==> src/rtl/core/nsr_pkg.sv <==
package nsr_pkg;

   localparam int RADICAND_WIDTH = 32;
   localparam int ROOT_WIDTH     = 31;
   localparam int ITER_WIDTH     = 7;
   localparam int EST_WIDTH      = 32;

   localparam logic [ITER_WIDTH-1:0] ITER_RESET = 7'd8;
   localparam logic [ROOT_WIDTH-1:0] ROOT_MAX   = {ROOT_WIDTH{1'b1}};

   typedef logic signed [RADICAND_WIDTH-1:0] radicand_type;
   typedef logic [ROOT_WIDTH-1:0]            root_type;
   typedef logic [ITER_WIDTH-1:0]            iter_type;
   typedef logic [EST_WIDTH-1:0]             est_type;

   typedef enum logic [4:0] {
      ST_IDLE   = 5'b00001,
      ST_PREP   = 5'b00010,
      ST_DIVIDE = 5'b00100,
      ST_UPDATE = 5'b01000,
      ST_FINISH = 5'b10000
   } state_type;

endpackage

==> src/rtl/core/nsr_req_if.sv <==
interface nsr_req_if;
   logic                 valid;
   logic                 ready;
   nsr_pkg::radicand_type radicand;

   modport source (output valid, output radicand, input ready);
   modport sink   (input valid, input radicand, output ready);
endinterface

==> src/rtl/core/nsr_rsp_if.sv <==
interface nsr_rsp_if;
   logic             valid;
   logic             ready;
   nsr_pkg::root_type root;
   logic             status;

   modport source (output valid, output root, output status, input ready);
   modport sink   (input valid, input root, input status, output ready);
endinterface

==> src/rtl/core/nsr_csr_if.sv <==
interface nsr_csr_if;
   logic             valid;
   logic             ready;
   nsr_pkg::iter_type data;

   modport source (output valid, output data, input ready);
   modport sink   (input valid, input data, output ready);
endinterface

==> src/rtl/core/newton_square_root_unit.sv <==
// Square root of a signed fixed-point radicand (FRACTION_BITS fraction bits) by Newton
// iteration from 1.0, repeated iteration_count times (0 counts as 1, values above
// MAX_ITERATIONS clamp to it). A negative radicand skips to the finish state and returns
// status 1 and root 0. Otherwise each iteration runs a set-up step, then a restoring
// divider that retires one quotient bit per cycle over the 32+FRACTION_BITS dividend
// bits, then an averaging step. The default is Q16.16 with eight iterations. Once the
// estimate reaches zero the division is skipped. One request is worked at a time; the
// result sits in an output register, so the next request is taken while the previous
// result waits.
module newton_square_root_unit #(
   parameter int MAX_ITERATIONS = 64,
   parameter int FRACTION_BITS  = 16
) (
   input  logic      clock,
   input  logic      reset,
   nsr_req_if.sink   req_channel,
   nsr_rsp_if.source rsp_channel,
   nsr_csr_if.sink   csr_channel
);

   localparam int DIV_WIDTH = nsr_pkg::EST_WIDTH + FRACTION_BITS;
   localparam int BIT_CNT_W = $clog2(DIV_WIDTH);
   localparam logic [BIT_CNT_W-1:0] BIT_LAST = BIT_CNT_W'(DIV_WIDTH - 1);
   localparam nsr_pkg::est_type ONE_FIXED = nsr_pkg::est_type'(64'd1 << FRACTION_BITS);

   nsr_pkg::state_type state_ff, state_in;
   nsr_pkg::iter_type  iter_ff, iter_in;
   nsr_pkg::iter_type  steps_ff, steps_in;
   nsr_pkg::iter_type  step_cnt_ff, step_cnt_in;
   nsr_pkg::est_type   est_ff, est_in;
   nsr_pkg::est_type   held_ff, held_in;
   nsr_pkg::est_type   quot_ff, quot_in;
   nsr_pkg::est_type   rem_ff, rem_in;
   logic [DIV_WIDTH-1:0] dividend_ff, dividend_in;
   logic [BIT_CNT_W-1:0] bit_cnt_ff, bit_cnt_in;
   logic                 ovf_ff, ovf_in;
   logic                 neg_ff, neg_in;
   logic                 rsp_valid_ff, rsp_valid_in;
   nsr_pkg::root_type    rsp_root_ff, rsp_root_in;
   logic                 rsp_status_ff, rsp_status_in;

   logic                     req_take;
   logic                     csr_take;
   nsr_pkg::iter_type        steps_eff;
   logic [nsr_pkg::EST_WIDTH:0]   rem_shift;
   logic [nsr_pkg::EST_WIDTH+1:0] trial;
   logic                     quot_bit;
   nsr_pkg::est_type         quot_sat;
   logic [nsr_pkg::EST_WIDTH:0]   sum;
   nsr_pkg::iter_type        step_next;

   assign req_channel.ready = (state_ff == nsr_pkg::ST_IDLE);
   assign csr_channel.ready = 1'b1;
   assign req_take = req_channel.valid && req_channel.ready;
   assign csr_take = csr_channel.valid && csr_channel.ready;

   assign rsp_channel.valid  = rsp_valid_ff;
   assign rsp_channel.root   = rsp_root_ff;
   assign rsp_channel.status = rsp_status_ff;

   always_comb begin
      if (iter_ff == '0) begin
         steps_eff = nsr_pkg::iter_type'(1);
      end else if (int'(iter_ff) > MAX_ITERATIONS) begin
         steps_eff = nsr_pkg::iter_type'(MAX_ITERATIONS);
      end else begin
         steps_eff = iter_ff;
      end
   end

   // one restoring-division step: remainder stays below the estimate
   assign rem_shift = {rem_ff, dividend_ff[DIV_WIDTH-1]};
   assign trial     = {1'b0, rem_shift} - {2'b00, est_ff};
   assign quot_bit  = !trial[nsr_pkg::EST_WIDTH+1];

   assign quot_sat  = ovf_ff ? '1 : quot_ff;
   assign sum       = {1'b0, est_ff} + {1'b0, quot_sat};
   assign step_next = step_cnt_ff + nsr_pkg::iter_type'(1);

   always_comb begin
      state_in      = state_ff;
      iter_in       = csr_take ? csr_channel.data : iter_ff;
      steps_in      = steps_ff;
      step_cnt_in   = step_cnt_ff;
      est_in        = est_ff;
      held_in       = held_ff;
      quot_in       = quot_ff;
      rem_in        = rem_ff;
      dividend_in   = dividend_ff;
      bit_cnt_in    = bit_cnt_ff;
      ovf_in        = ovf_ff;
      neg_in        = neg_ff;
      rsp_valid_in  = rsp_valid_ff && !rsp_channel.ready;
      rsp_root_in   = rsp_root_ff;
      rsp_status_in = rsp_status_ff;

      unique case (state_ff)
         nsr_pkg::ST_IDLE: begin
            if (req_take) begin
               held_in     = nsr_pkg::est_type'(req_channel.radicand);
               est_in      = ONE_FIXED;
               step_cnt_in = '0;
               steps_in    = steps_eff;
               neg_in      = req_channel.radicand[nsr_pkg::RADICAND_WIDTH-1];
               state_in    = req_channel.radicand[nsr_pkg::RADICAND_WIDTH-1]
                             ? nsr_pkg::ST_FINISH : nsr_pkg::ST_PREP;
            end
         end
         nsr_pkg::ST_PREP: begin
            dividend_in = {held_ff, {FRACTION_BITS{1'b0}}};
            rem_in      = '0;
            quot_in     = '0;
            ovf_in      = 1'b0;
            bit_cnt_in  = '0;
            // zero estimate: quotient taken as zero, no division
            state_in    = (est_ff == '0) ? nsr_pkg::ST_UPDATE : nsr_pkg::ST_DIVIDE;
         end
         nsr_pkg::ST_DIVIDE: begin
            rem_in      = quot_bit ? trial[nsr_pkg::EST_WIDTH-1:0]
                                   : rem_shift[nsr_pkg::EST_WIDTH-1:0];
            quot_in     = {quot_ff[nsr_pkg::EST_WIDTH-2:0], quot_bit};
            ovf_in      = ovf_ff | quot_ff[nsr_pkg::EST_WIDTH-1];
            dividend_in = dividend_ff << 1;
            bit_cnt_in  = bit_cnt_ff + BIT_CNT_W'(1);
            if (bit_cnt_ff == BIT_LAST) begin
               state_in = nsr_pkg::ST_UPDATE;
            end
         end
         nsr_pkg::ST_UPDATE: begin
            est_in      = sum[nsr_pkg::EST_WIDTH:1];
            step_cnt_in = step_next;
            state_in    = (step_next == steps_ff) ? nsr_pkg::ST_FINISH : nsr_pkg::ST_PREP;
         end
         nsr_pkg::ST_FINISH: begin
            if (!rsp_valid_ff || rsp_channel.ready) begin
               rsp_valid_in  = 1'b1;
               rsp_status_in = neg_ff;
               if (neg_ff) begin
                  rsp_root_in = '0;
               end else if (est_ff[nsr_pkg::EST_WIDTH-1]) begin
                  rsp_root_in = nsr_pkg::ROOT_MAX;
               end else begin
                  rsp_root_in = est_ff[nsr_pkg::ROOT_WIDTH-1:0];
               end
               state_in = nsr_pkg::ST_IDLE;
            end
         end
         default: begin
            state_in = nsr_pkg::ST_IDLE;
         end
      endcase
   end

   always_ff @(posedge clock) begin
      if (reset) begin
         state_ff     <= nsr_pkg::ST_IDLE;
         iter_ff      <= nsr_pkg::ITER_RESET;
         step_cnt_ff  <= '0;
         rsp_valid_ff <= 1'b0;
      end else begin
         state_ff     <= state_in;
         iter_ff      <= iter_in;
         step_cnt_ff  <= step_cnt_in;
         rsp_valid_ff <= rsp_valid_in;
      end
   end

   always_ff @(posedge clock) begin
      steps_ff      <= steps_in;
      est_ff        <= est_in;
      held_ff       <= held_in;
      quot_ff       <= quot_in;
      rem_ff        <= rem_in;
      dividend_ff   <= dividend_in;
      bit_cnt_ff    <= bit_cnt_in;
      ovf_ff        <= ovf_in;
      neg_ff        <= neg_in;
      rsp_root_ff   <= rsp_root_in;
      rsp_status_ff <= rsp_status_in;
   end

endmodule
==> src/flat_wrapper.sv <==
// flat-port wrapper written by rule: the top's interface ports become plain ports
module newton_square_root_unit_flat 
#(
   parameter int MAX_ITERATIONS = 64,
   parameter int FRACTION_BITS  = 16
)
  (clock, reset, req_channel_valid, req_channel_radicand, req_channel_ready, rsp_channel_valid, rsp_channel_root, rsp_channel_status, rsp_channel_ready, csr_channel_valid, csr_channel_data, csr_channel_ready);
  nsr_req_if req_channel_i ();
  nsr_rsp_if rsp_channel_i ();
  nsr_csr_if csr_channel_i ();
  input  logic clock;
  input  logic reset;
  input wire logic [$bits(req_channel_i.valid)-1:0] req_channel_valid;
  input wire logic [$bits(req_channel_i.radicand)-1:0] req_channel_radicand;
  output wire logic [$bits(req_channel_i.ready)-1:0] req_channel_ready;
  output wire logic [$bits(rsp_channel_i.valid)-1:0] rsp_channel_valid;
  output wire logic [$bits(rsp_channel_i.root)-1:0] rsp_channel_root;
  output wire logic [$bits(rsp_channel_i.status)-1:0] rsp_channel_status;
  input wire logic [$bits(rsp_channel_i.ready)-1:0] rsp_channel_ready;
  input wire logic [$bits(csr_channel_i.valid)-1:0] csr_channel_valid;
  input wire logic [$bits(csr_channel_i.data)-1:0] csr_channel_data;
  output wire logic [$bits(csr_channel_i.ready)-1:0] csr_channel_ready;
  assign req_channel_i.valid = req_channel_valid;
  assign req_channel_i.radicand = req_channel_radicand;
  assign req_channel_ready = req_channel_i.ready;
  assign rsp_channel_valid = rsp_channel_i.valid;
  assign rsp_channel_root = rsp_channel_i.root;
  assign rsp_channel_status = rsp_channel_i.status;
  assign rsp_channel_i.ready = rsp_channel_ready;
  assign csr_channel_i.valid = csr_channel_valid;
  assign csr_channel_i.data = csr_channel_data;
  assign csr_channel_ready = csr_channel_i.ready;
  newton_square_root_unit #(.MAX_ITERATIONS(MAX_ITERATIONS), .FRACTION_BITS(FRACTION_BITS)) u_core (.clock(clock), .reset(reset), .req_channel(req_channel_i), .rsp_channel(rsp_channel_i), .csr_channel(csr_channel_i));
endmodule
==> config.mk <==
export PLATFORM = sky130hd
export DESIGN_NAME = newton_square_root_unit_flat
export DESIGN_NICKNAME = d
export VERILOG_FILES = /design/src/rtl/core/nsr_pkg.sv /design/src/rtl/core/nsr_req_if.sv /design/src/rtl/core/nsr_rsp_if.sv /design/src/rtl/core/nsr_csr_if.sv /design/src/rtl/core/newton_square_root_unit.sv /design/src/flat_wrapper.sv
export SDC_FILE = /design/constraint.sdc
export NUM_CORES = 1
export LEC_CHECK = 0
export ABC_AREA = 1
export BUFFER_PORTS_ARGS = -buffer_cell sky130_fd_sc_hd__buf_2
export CORE_MARGIN = 2
export CORE_UTILIZATION = 62
export CTS_CLUSTER_SIZE = 25
export DETAILED_ROUTE_END_ITERATION = 10
export PLACE_DENSITY = 0.81
export SLEW_MARGIN = 15
export SYNTH_ARGS = -nofsm -noshare
export SYNTH_HDL_FRONTEND = slang
export SYNTH_SLANG_ARGS = --single-unit
export TNS_END_PERCENT = 20
==> constraint.sdc <==
create_clock -name clock -period 4.6 [get_ports clock]
set_clock_uncertainty 0.2 [all_clocks]
set_input_delay 0.23 -clock clock [delete_from_list [all_inputs] [get_ports clock]]
set_output_delay 0.23 -clock clock [all_outputs]
set_load 0.01 [all_outputs]
Yosys cells after proc, flatten, opt, wreduce, memory -nomap -nowiden
Cells that the tools add are included.
Word-level totals
  word-level logic and storage cells: 69
  register bits: 243
  output and inout bits: 35
Cells by class
  bitwise operators: 1
  reductions and logical operators: 15
  eq/ne operators: 10
  multiplexer cells: 22
  $lt $le $gt $ge: 1
  add/subtract/negate cells: 4
Operators by type and width (number)
  case mux 32 bit (2 select lines): 3
  2-to-1 mux 32 bit: 3
  case mux 48 bit (2 select lines): 1
  subtractor 33 x 32 -> 34 bit: 1
  adder 32 x 32 -> 33 bit: 1
  logical NOT 32 bit: 1
  2-to-1 mux 31 bit: 1
  2-to-1 mux 5 bit: 5
  case mux 5 bit (5 select lines): 1
  2-to-1 mux 7 bit: 2
  case mux 7 bit (2 select lines): 1
  case mux 6 bit (2 select lines): 1
  adder 7 x 1 -> 7 bit (second input constant): 1
  == test 7 bit: 1
  greater-than comparator 7 bit (second input constant): 1
  logical NOT 7 bit: 1
  adder 6 x 1 -> 6 bit (second input constant): 1
  == test 6 bit (second input constant): 1
  AND reduction 2 bit: 3
  == test 5 x 1 -> 1 bit (second input constant): 1
  == test 5 x 2 -> 1 bit (second input constant): 1
  == test 5 x 3 -> 1 bit (second input constant): 1
  == test 5 x 4 -> 1 bit (second input constant): 1
  == test 5 bit (second input constant): 1
  12 further kinds: 18

Depth between registers and ports, before layout
Gate-level depths: netlist (run 1).
  depth after elaboration: 4
  depth in mapped cells: 16
  gate-level depth less buffers: 16

Worst setup path after synthesis (run 1)
OpenSTA, ideal clock, no wires.
  path kind: reg2reg
  start point: register u_core.state_ff[2]
  end point: register u_core.bit_cnt_ff[0] (enable)
  buffers on the path: 0
  arrival time: 3.268 ns
  cell stages (with the launch flop): 4
  path slack: 0.663 ns
  period minus slack after synthesis: 3.937 ns
  path through: dfxtp_1 > or2_2 > nor4_1 > or2_1
Between the ends
  cells in the longest elaborated chain, start to end: 2
  elaborated cells between the ends (all ways): 3
RTL lines
  from (decl): line newton_square_root_unit.sv:26  | nsr_pkg::state_type state_ff, state_in;
  from (signal assigned): line newton_square_root_unit.sv:156  | state_ff <= nsr_pkg::ST_IDLE;
  from (signal assigned): line newton_square_root_unit.sv:161  | state_ff <= state_in;
  == test 5 x 2 -> 1 bit or == test 5 x 3 -> 1 bit (tied branches): line newton_square_root_unit.sv:97  | unique case (state_ff)
  nonzero test 2 bit (no source line) *
  to (signal assigned): line newton_square_root_unit.sv:175  | bit_cnt_ff <= bit_cnt_in;
  to (decl): line newton_square_root_unit.sv:35  | logic [BIT_CNT_W-1:0] bit_cnt_ff, bit_cnt_in;
Mark *: on every way between the ends. The rest lies on a longest branch, timed or not.
A chain may end at the register's enable or synchronous reset.

Worst setup path after layout (run 1)
  start point: register u_core.ovf_ff
  end point: register u_core.est_ff[30], data pin
Between the ends
  cells in the longest elaborated chain, start to end: 3
RTL lines
  from (decl): line newton_square_root_unit.sv:36  | logic ovf_ff, ovf_in;
  from (signal assigned): line newton_square_root_unit.sv:176  | ovf_ff <= ovf_in;
  2-to-1 mux 32 bit: line newton_square_root_unit.sv:76  | assign quot_sat = ovf_ff ? '1 : quot_ff;
  adder 32 x 32 -> 33 bit: line newton_square_root_unit.sv:77  | assign sum = {1'b0, est_ff} + {1'b0, quot_sat};
  case mux 32 bit (2 select lines): line newton_square_root_unit.sv:97
  to (signal assigned): line newton_square_root_unit.sv:170  | est_ff <= est_in;
  to (decl): line newton_square_root_unit.sv:30  | nsr_pkg::est_type est_ff, est_in;
No other way between the ends.

==> results_dict.tcl, run 1 <==
set metrics [dict create \
    synth_area_um2 13510 \
    cts-root-buf "clkbuf_16" \
    numCtsBuffers 24 \
    cp_top_family "compound AO/OA/AOI/OAI gates" \
    rows 54 \
    power_density_nw_per_um2 486.9 \
    dr_total_vias 11940 \
    cap_viol_max_count 0 \
    worst-path-buf-inv 1 \
    drtIter0Drc 1093 \
    grtUsageTotal_pct 32.38 \
    fill_cells 1648 \
    async_reset_ff_share_pct 0 \
    ys_seq_area_share_pct 48.76 \
    portBuffers 77 \
    syn_nets 1794 \
    overflow 0 \
    ff2ff_setup_slack_ns 1.28 \
    nets 1926 \
    antenna_found_initial 0 \
    io_pins 79 \
    grt_pass1_vias 11600 \
    p_leak_nw 6.892 \
    clkSinkCount 226 \
    syn_area_per_cell_um2 8.026 \
    area_growth_pct 15.03 \
    grt_pass1_wl_um 58040 \
    critPathMaxFanout 18 \
    cpPeakStageDelay_ns 0.52 \
    critPathRequiredTime_ns 4.69 \
    drt_first_pass_iters 5 \
    ys_warn_count 0 \
    hold_violations 0 \
    clk_path_buf_depth 3 \
    worst_pin_slew_ns 1.072 \
    max_freq_mhz 300.8 \
    routed_wl_um 36780 \
    dieWidth_um 151.6 \
    tritoncts "yes" \
    ys.flop_type "edfxtp_1" \
    htree_levels 1 \
    wl_per_cell_um 17.41 \
    setup_viol 0 \
    outcome "finished, final reports clean" \
    arrival_ns 3.42 \
    rsz0062_at_grt "no" \
    drcViolationCount 0 \
    synth-edff-count 206 \
    synth_seq_cells 226 \
    die_area_um2 22980 \
    tns_ns 0 \
    synth_top_cells_by_area "edfxtp_1, nand2_1, nor2_1" \
    cp_slowest_cell "inv_1" \
    startpoint_type "flop" \
    clk_latency_ns 0.54 \
    placed_cell_area_um2 14140 \
    dp_hpwl_um 24290 \
    antennaDiodeCount 0 \
    clk_pin_slew_worst_paths_ns 0.06 \
    gp_congestion 0.9608 \
    hold_path_class "in -> reg" \
    start_util_pct 62.48 \
    worstPathCellList "inv_1 -> nand2_1 -> ha_1 -> nand2_1 -> o21ai_0 -> a21oi_1 -> o21ai_1 -> nand2_1 -> a21oi_1 -> nor2_1" \
    worstSetupPathType "reg -> reg" \
    yosysUniqueCellTypes 44 \
    period_minus_slack_ns 3.325 \
    peakVddDrop_uv 365.9 \
    ctsResizeCount 0 \
    via_per_inst 5.652 \
    drive_gt1_share_pct 8.352 \
    chipHeight_um 151.6 \
    grt_max_degree 70 \
    coreArea_um2 21620 \
    end_kind "flop" \
    synth_top_area_share_pct 45.79 \
    maxSlewHeadroom_pct 28.38 \
    min_period_over_period_pct 72.28 \
    detail-route-antenna-nets 0 \
    fin_area_um2 15540 \
    report.final.slew_viol_count 0 \
    path_common_cell "nand2_1" \
    synth_cells 1683 \
    synth_top_cell_by_area "edfxtp_1" \
]
-- cells in the mapped netlist (2+ instances only) --
library cell,n
a21boi_0,2
a21o_1,7
a21oi_1,141
a21oi_2,2
and3_1,2
buf_1,3
buf_2,10
buf_4,3
buf_6,4
clkbuf_1,17
dfxtp_1,20
edfxtp_1,206
fa_1,2
ha_1,65
inv_1,218
inv_2,8
nand2_1,496
nand2_2,3
nand3_1,68
nand3b_1,2
nand4_1,20
nor2_1,235
nor2_2,3
nor2_4,4
nor3_1,13
nor3b_1,2
nor4_1,11
nor4_4,2
o211ai_1,2
o21a_1,11
o21ai_0,54
o21ai_1,9
o21bai_1,10
or2_1,2
or2_2,2
xnor2_1,16
-- layout by cell type (no fill, tap or decap), types with 3 or more instances in the layout --
cell type	synthesis	final
dfxtp_1	20	20
nor2_4	4	4
nor2_1	235	235
nand3_1	68	68
a21o_1	7	7
nor2_2	3	3
o21ai_0	54	54
buf_2	10	77
nor4_1	11	11
ha_1	65	65
dlygate4sd3_1	0	55
o21bai_1	10	10
buf_4	3	10
a21oi_1	141	140
inv_1	218	217
xnor2_1	16	16
edfxtp_1	206	206
inv_2	8	9
bufinv_16	0	5
o21ai_1	9	9
nand4_1	20	20
nor3_1	13	13
clkbuf_16	0	24
clkinv_1	1	7
nand2_2	3	3
nand2_1	496	496
o21a_1	11	11
-- report_power, final --
group          switching (W)  internal, W  total (W)
clock               0.000824      0.00124    0.00206
sequential          0.000179      0.00261    0.00278
combinational        0.00184     0.000883    0.00272
total                0.00284      0.00473    0.00757
-- logic make-up (layout without fill, tap and decap cells) --
| group | count (synthesis) | count (layout) | share of synthesized area [%] |
|---|---|---|---|
| AOI/OAI and AO/OA | 240 | 240 | 9.633 |
| xor gates and xnor gates | 17 | 17 | 1.102 |
| adders and majority gates | 67 | 67 | 6.317 |
| buffers and inverters | 264 | 413 | 7.734 |
| DFF | 226 | 226 | 48.76 |
| other | 1 | 1 | 0.02776 |
| and+or+nand+nor | 868 | 868 | 26.43 |
-- path summary, 6_finish.rpt --
path	cells past startpoint	startpoint	endpoint
worst max-delay path	10	u_core.ovf_ff	u_core.est_ff[30]
worst min-delay path	2	req_channel_radicand[11]	u_core.held_ff[11]
worst max register to register	10	u_core.ovf_ff	u_core.est_ff[30]
worst min register to register	2	u_core.step_cnt_ff[6]	u_core.step_cnt_ff[6]
-- registers in the layout (all words and copies together) (netlist names) --
name	count
u_core.rsp_channel.root	31
u_core.rsp_channel.valid	1
u_core.rem_ff	32
u_core.iter_ff	7
u_core.rsp_channel.status	1
u_core.step_cnt_ff	7
u_core.dividend_ff	32
u_core.held_ff	32
u_core.ovf_ff	1
u_core.bit_cnt_ff	6
u_core.est_ff	32
u_core.steps_ff	7
u_core.quot_ff	32
u_core.state_ff	5
-- final cells by class --
cell class | instances | area, µm² | area share (%)
Sequential cell | 226 | 6586 | 42.39
Inverter | 227 | 852.1 | 5.484
Clock inverter | 17 | 225.2 | 1.449
Tap cell | 280 | 350.3 | 2.255
Clock buffer | 26 | 608.1 | 3.913
Timing Repair Buffer | 143 | 1026 | 6.603
Multi-Input combinational cell | 1193 | 5891 | 37.91
-- per-layer routing --
metal  vias up  part of all wire, %  global-route usage [%]
met4         0                  4.1                   12.41
met2       554                   50                   57.42
li1       5788                    -                       -
met5         -                    0                       0
met1      5477                   40                   40.61
met3       119                  6.5                   3.952
-- metrics by stage --
step                cells  power (W)  util, %  hold WS [ns]  setup WS [ns]
global placement     2013   0.005325    65.40        0.2059          1.378
global route         2112   0.007970    71.87        0.1965          1.065
finish               2112   0.007565    71.87        0.2016          1.275
floorplan            1683   0.004698        -        0.1289         0.6627
detailed placement   2013   0.005371    65.40        0.2081          1.374
CTS                  2111   0.007458    71.80        0.1859          1.366
-- timing repair --
item,4_1_cts,5_1_grt
hold buffers,55,0
endpoints found under the hold margin,51,0
buffers inserted,0,0
Note: power is estimated with default switching activity, not from simulation.
==> run 2, diff against run 1 <==
ABC_AREA = 0   (was 1)
CORE_UTILIZATION = 61   (was 62)
PLACE_DENSITY = 0.8   (was 0.81)
clock period = 3.3 ns   (was 4.6 ns; I/O delays follow)
==> results_dict.tcl, run 2 <==
set metrics [dict create \
    outcome "complete, but fails checks" \
    violations "setup timing" \
    via_per_inst 5.905 \
    grt_pass1_vias 9673 \
    portBuffers 77 \
    critPathRequiredTime_ns 3.37 \
    hold_start "req_channel_radicand[2]" \
    report.final.slew_viol_count 0 \
    path_depth 13 \
    r2r_cells 13 \
    grtUsageTotal_pct 27.50 \
    max_freq_mhz 290.5 \
    peakVddDrop_uv 523.3 \
    htree_levels 1 \
    clk_path_buf_depth 3 \
    worst_pin_slew_ns 1.055 \
    coreArea_um2 20170 \
    synth_top_cell_by_area "edfxtp_1" \
    final_common_cell "edfxtp_1" \
    drcViolationCount 0 \
    setup_ws_ns -0.1418 \
    drt_first_pass_iters 5 \
    dr_total_vias 10040 \
    overflow 0 \
    tns_ns -0.3554 \
    dp_hpwl_um 19030 \
    antenna_found_initial 0 \
    tritoncts "yes" \
    rsz0062_at_grt "yes" \
    worstSetupPathType "reg -> reg" \
    start_util_pct 61.81 \
    ff2ff_setup_slack_ns -0.14 \
    synth_area_um2 12470 \
    rows 52 \
    min_period_over_period_pct 104.3 \
    detail-route-antenna-nets 0 \
    synth_top_cells_by_area "edfxtp_1, ha_1, nand2_1" \
    placed_cell_area_um2 13680 \
    cpPeakStageDelay_ns 0.44 \
    startpoint_type "flop" \
    worst-path-buf-inv 2 \
    cts-root-buf "clkbuf_16" \
    worstPathCellList "buf_6 -> or2_4 -> ha_4 -> a21o_1 -> or3_1 -> o21ai_2 -> buf_4 -> a211oi_4 -> nor3_2 -> nor3_2 -> a221oi_2 -> xor2_1 -> nor2_1" \
    path_common_cell "nor3_2" \
    finalNonFillerCells 1701 \
    io_pins 79 \
    post-route-util_pct 77.22 \
    end_kind "flop" \
    drive_gt1_share_pct 21.80 \
    setup_viol 5 \
    whs_path_depth 2 \
    drtIter0Drc 718 \
    synth-edff-count 206 \
    critPathMaxFanout 10 \
    clk_pin_slew_worst_paths_ns 0.06 \
    async_reset_ff_share_pct 0 \
    synth_cells 1199 \
    cp_top_family "simple AND/OR/NAND/NOR gates" \
    wl_per_cell_um 18.44 \
    report.power.total_w 0.008788 \
    maxSlewHeadroom_pct 29.66 \
    dp.cells 1587 \
    final_cell_mix "edfxtp_1, nand2_1, a21oi_1, nor2_1, buf_4" \
    clkSinkCount 226 \
    arrival_ns 3.51 \
    synth_most_common_cell "edfxtp_1" \
    chipHeight_um 147.0 \
    clk_latency_ns 0.53 \
    ys.flop_type "edfxtp_1" \
    dieWidth_um 147.0 \
    cap_viol_max_count 0 \
    period_minus_slack_ns 3.442 \
    hold_path_class "in -> reg" \
    hold_path_end "u_core.held_ff[2]" \
    die_area_um2 21600 \
    synthTopCellsByCount "edfxtp_1, nand2_1, a21oi_1" \
    syn_area_per_cell_um2 10.40 \
    r2r_end "u_core.est_ff[28]" \
    yosysUniqueCellTypes 73 \
    grt_max_degree 67 \
    cp_slowest_cell "edfxtp_1" \
    numCtsBuffers 25 \
    grt_pass1_wl_um 48150 \
    routed_wl_um 31360 \
    hold_violations 0 \
    synth_top_area_share_pct 49.62 \
    gp_congestion 0.9620 \
    area_growth_pct 24.93 \
    nets 1523 \
    ys_warn_count 0 \
    power_density_nw_per_um2 564.2 \
    p_leak_nw 6.137 \
    antennaDiodeCount 0 \
    synth_seq_cells 226 \
    syn_nets 1310 \
    ys_seq_area_share_pct 52.83 \
    fin_area_um2 15570 \
    r2r-start "u_core.ovf_ff" \
]
==> run 2: per-stage QoR <==
| step | hold slack (ns) | setup slack, ns |
|---|---|---|
| 6_report | 0.1438 | -0.1418 |
| 5_1_grt | 0.1468 | -0.2372 |
| 4_1_cts | 0.1256 | -0.01267 |
| 3_5_place_dp | 0.1431 | -0.1918 |
| 3_3_place_gp | 0.1409 | -0.08262 |
| 2_1_floorplan | 0.06387 | -0.04927 |
==> run 2: worst max-delay path by stage <==
stage / startpoint / endpoint / slack (ns)
floorplan: u_core.ovf_ff / u_core.est_ff[27] / -0.05
global placement: u_core.ovf_ff / u_core.est_ff[29] / -0.08
detailed placement: u_core.ovf_ff / u_core.est_ff[27] / -0.19
CTS: u_core.ovf_ff / u_core.est_ff[31] / -0.01
global route: u_core.ovf_ff / u_core.est_ff[28] / -0.24
finish: u_core.ovf_ff / u_core.est_ff[28] / -0.14
==> run 2: area by class of cell <==
cell class,count,area [µm²]
Clock buffer,34,669.4
Sequential cell,226,6586
Clock inverter,12,121.4
Fill cell,1279,4594
Inverter,48,180.2
Timing Repair Buffer,230,1758
Tap cell,270,337.8
Multi-Input combinational cell,881,5922
==> run 2: per-layer routing <==
| layer | part of all wire, % | up-vias | global-route usage (%) |
|---|---|---|---|
| li1 | - | 4765 | - |
| met1 | 41 | 4752 | 36.77 |
| met2 | 49 | 430 | 47.09 |
| met3 | 6.7 | 97 | 3.447 |
| met4 | 3.9 | 0 | 9.135 |
| met5 | 0 | - | 0 |
==> run 2: power by group <==
part	leakage (nW)	internal (W)	switching (W)
clock	0.381	0.00158	0.00112
sequential	2.05	0.00342	0.000157
combinational	3.70	0.00110	0.00140
==> run 2: logic make-up (layout without fill, tap and decap cells) <==
group / count (synthesis) / count (layout) / synth area share [%]
other cells: 1 / 1 / 0.03008
xor+xnor: 59 / 59 / 4.145
buf+inv: 92 / 324 / 3.252
mux: 9 / 9 / 0.7226
fa+ha+maj: 67 / 67 / 6.845
compound gates: 284 / 284 / 14.44
flops: 226 / 226 / 52.83
simple gates: 461 / 461 / 17.73
==> run 2: repair_timing <==
action	in CTS	in global routing
hold buffers	57	0
pin swaps	17	33
endpoints found under the hold margin	52	0
setup buffers	6	6
setup endpoints to repair	12	54
cloned	1	0
resized for setup	36	57
==> run 2: worst reg2reg max path, stage by stage, from the launching register on <==
cell and delay [ns]:
edfxtp_1 0.44, buf_6 0.18, or2_4 0.25, ha_4 0.25
a21o_1 0.20, or3_1 0.38, o21ai_2 0.18, buf_4 0.15
a211oi_4 0.08, nor3_2 0.26, nor3_2 0.09, a221oi_2 0.27
xor2_1 0.21, nor2_1 0.07
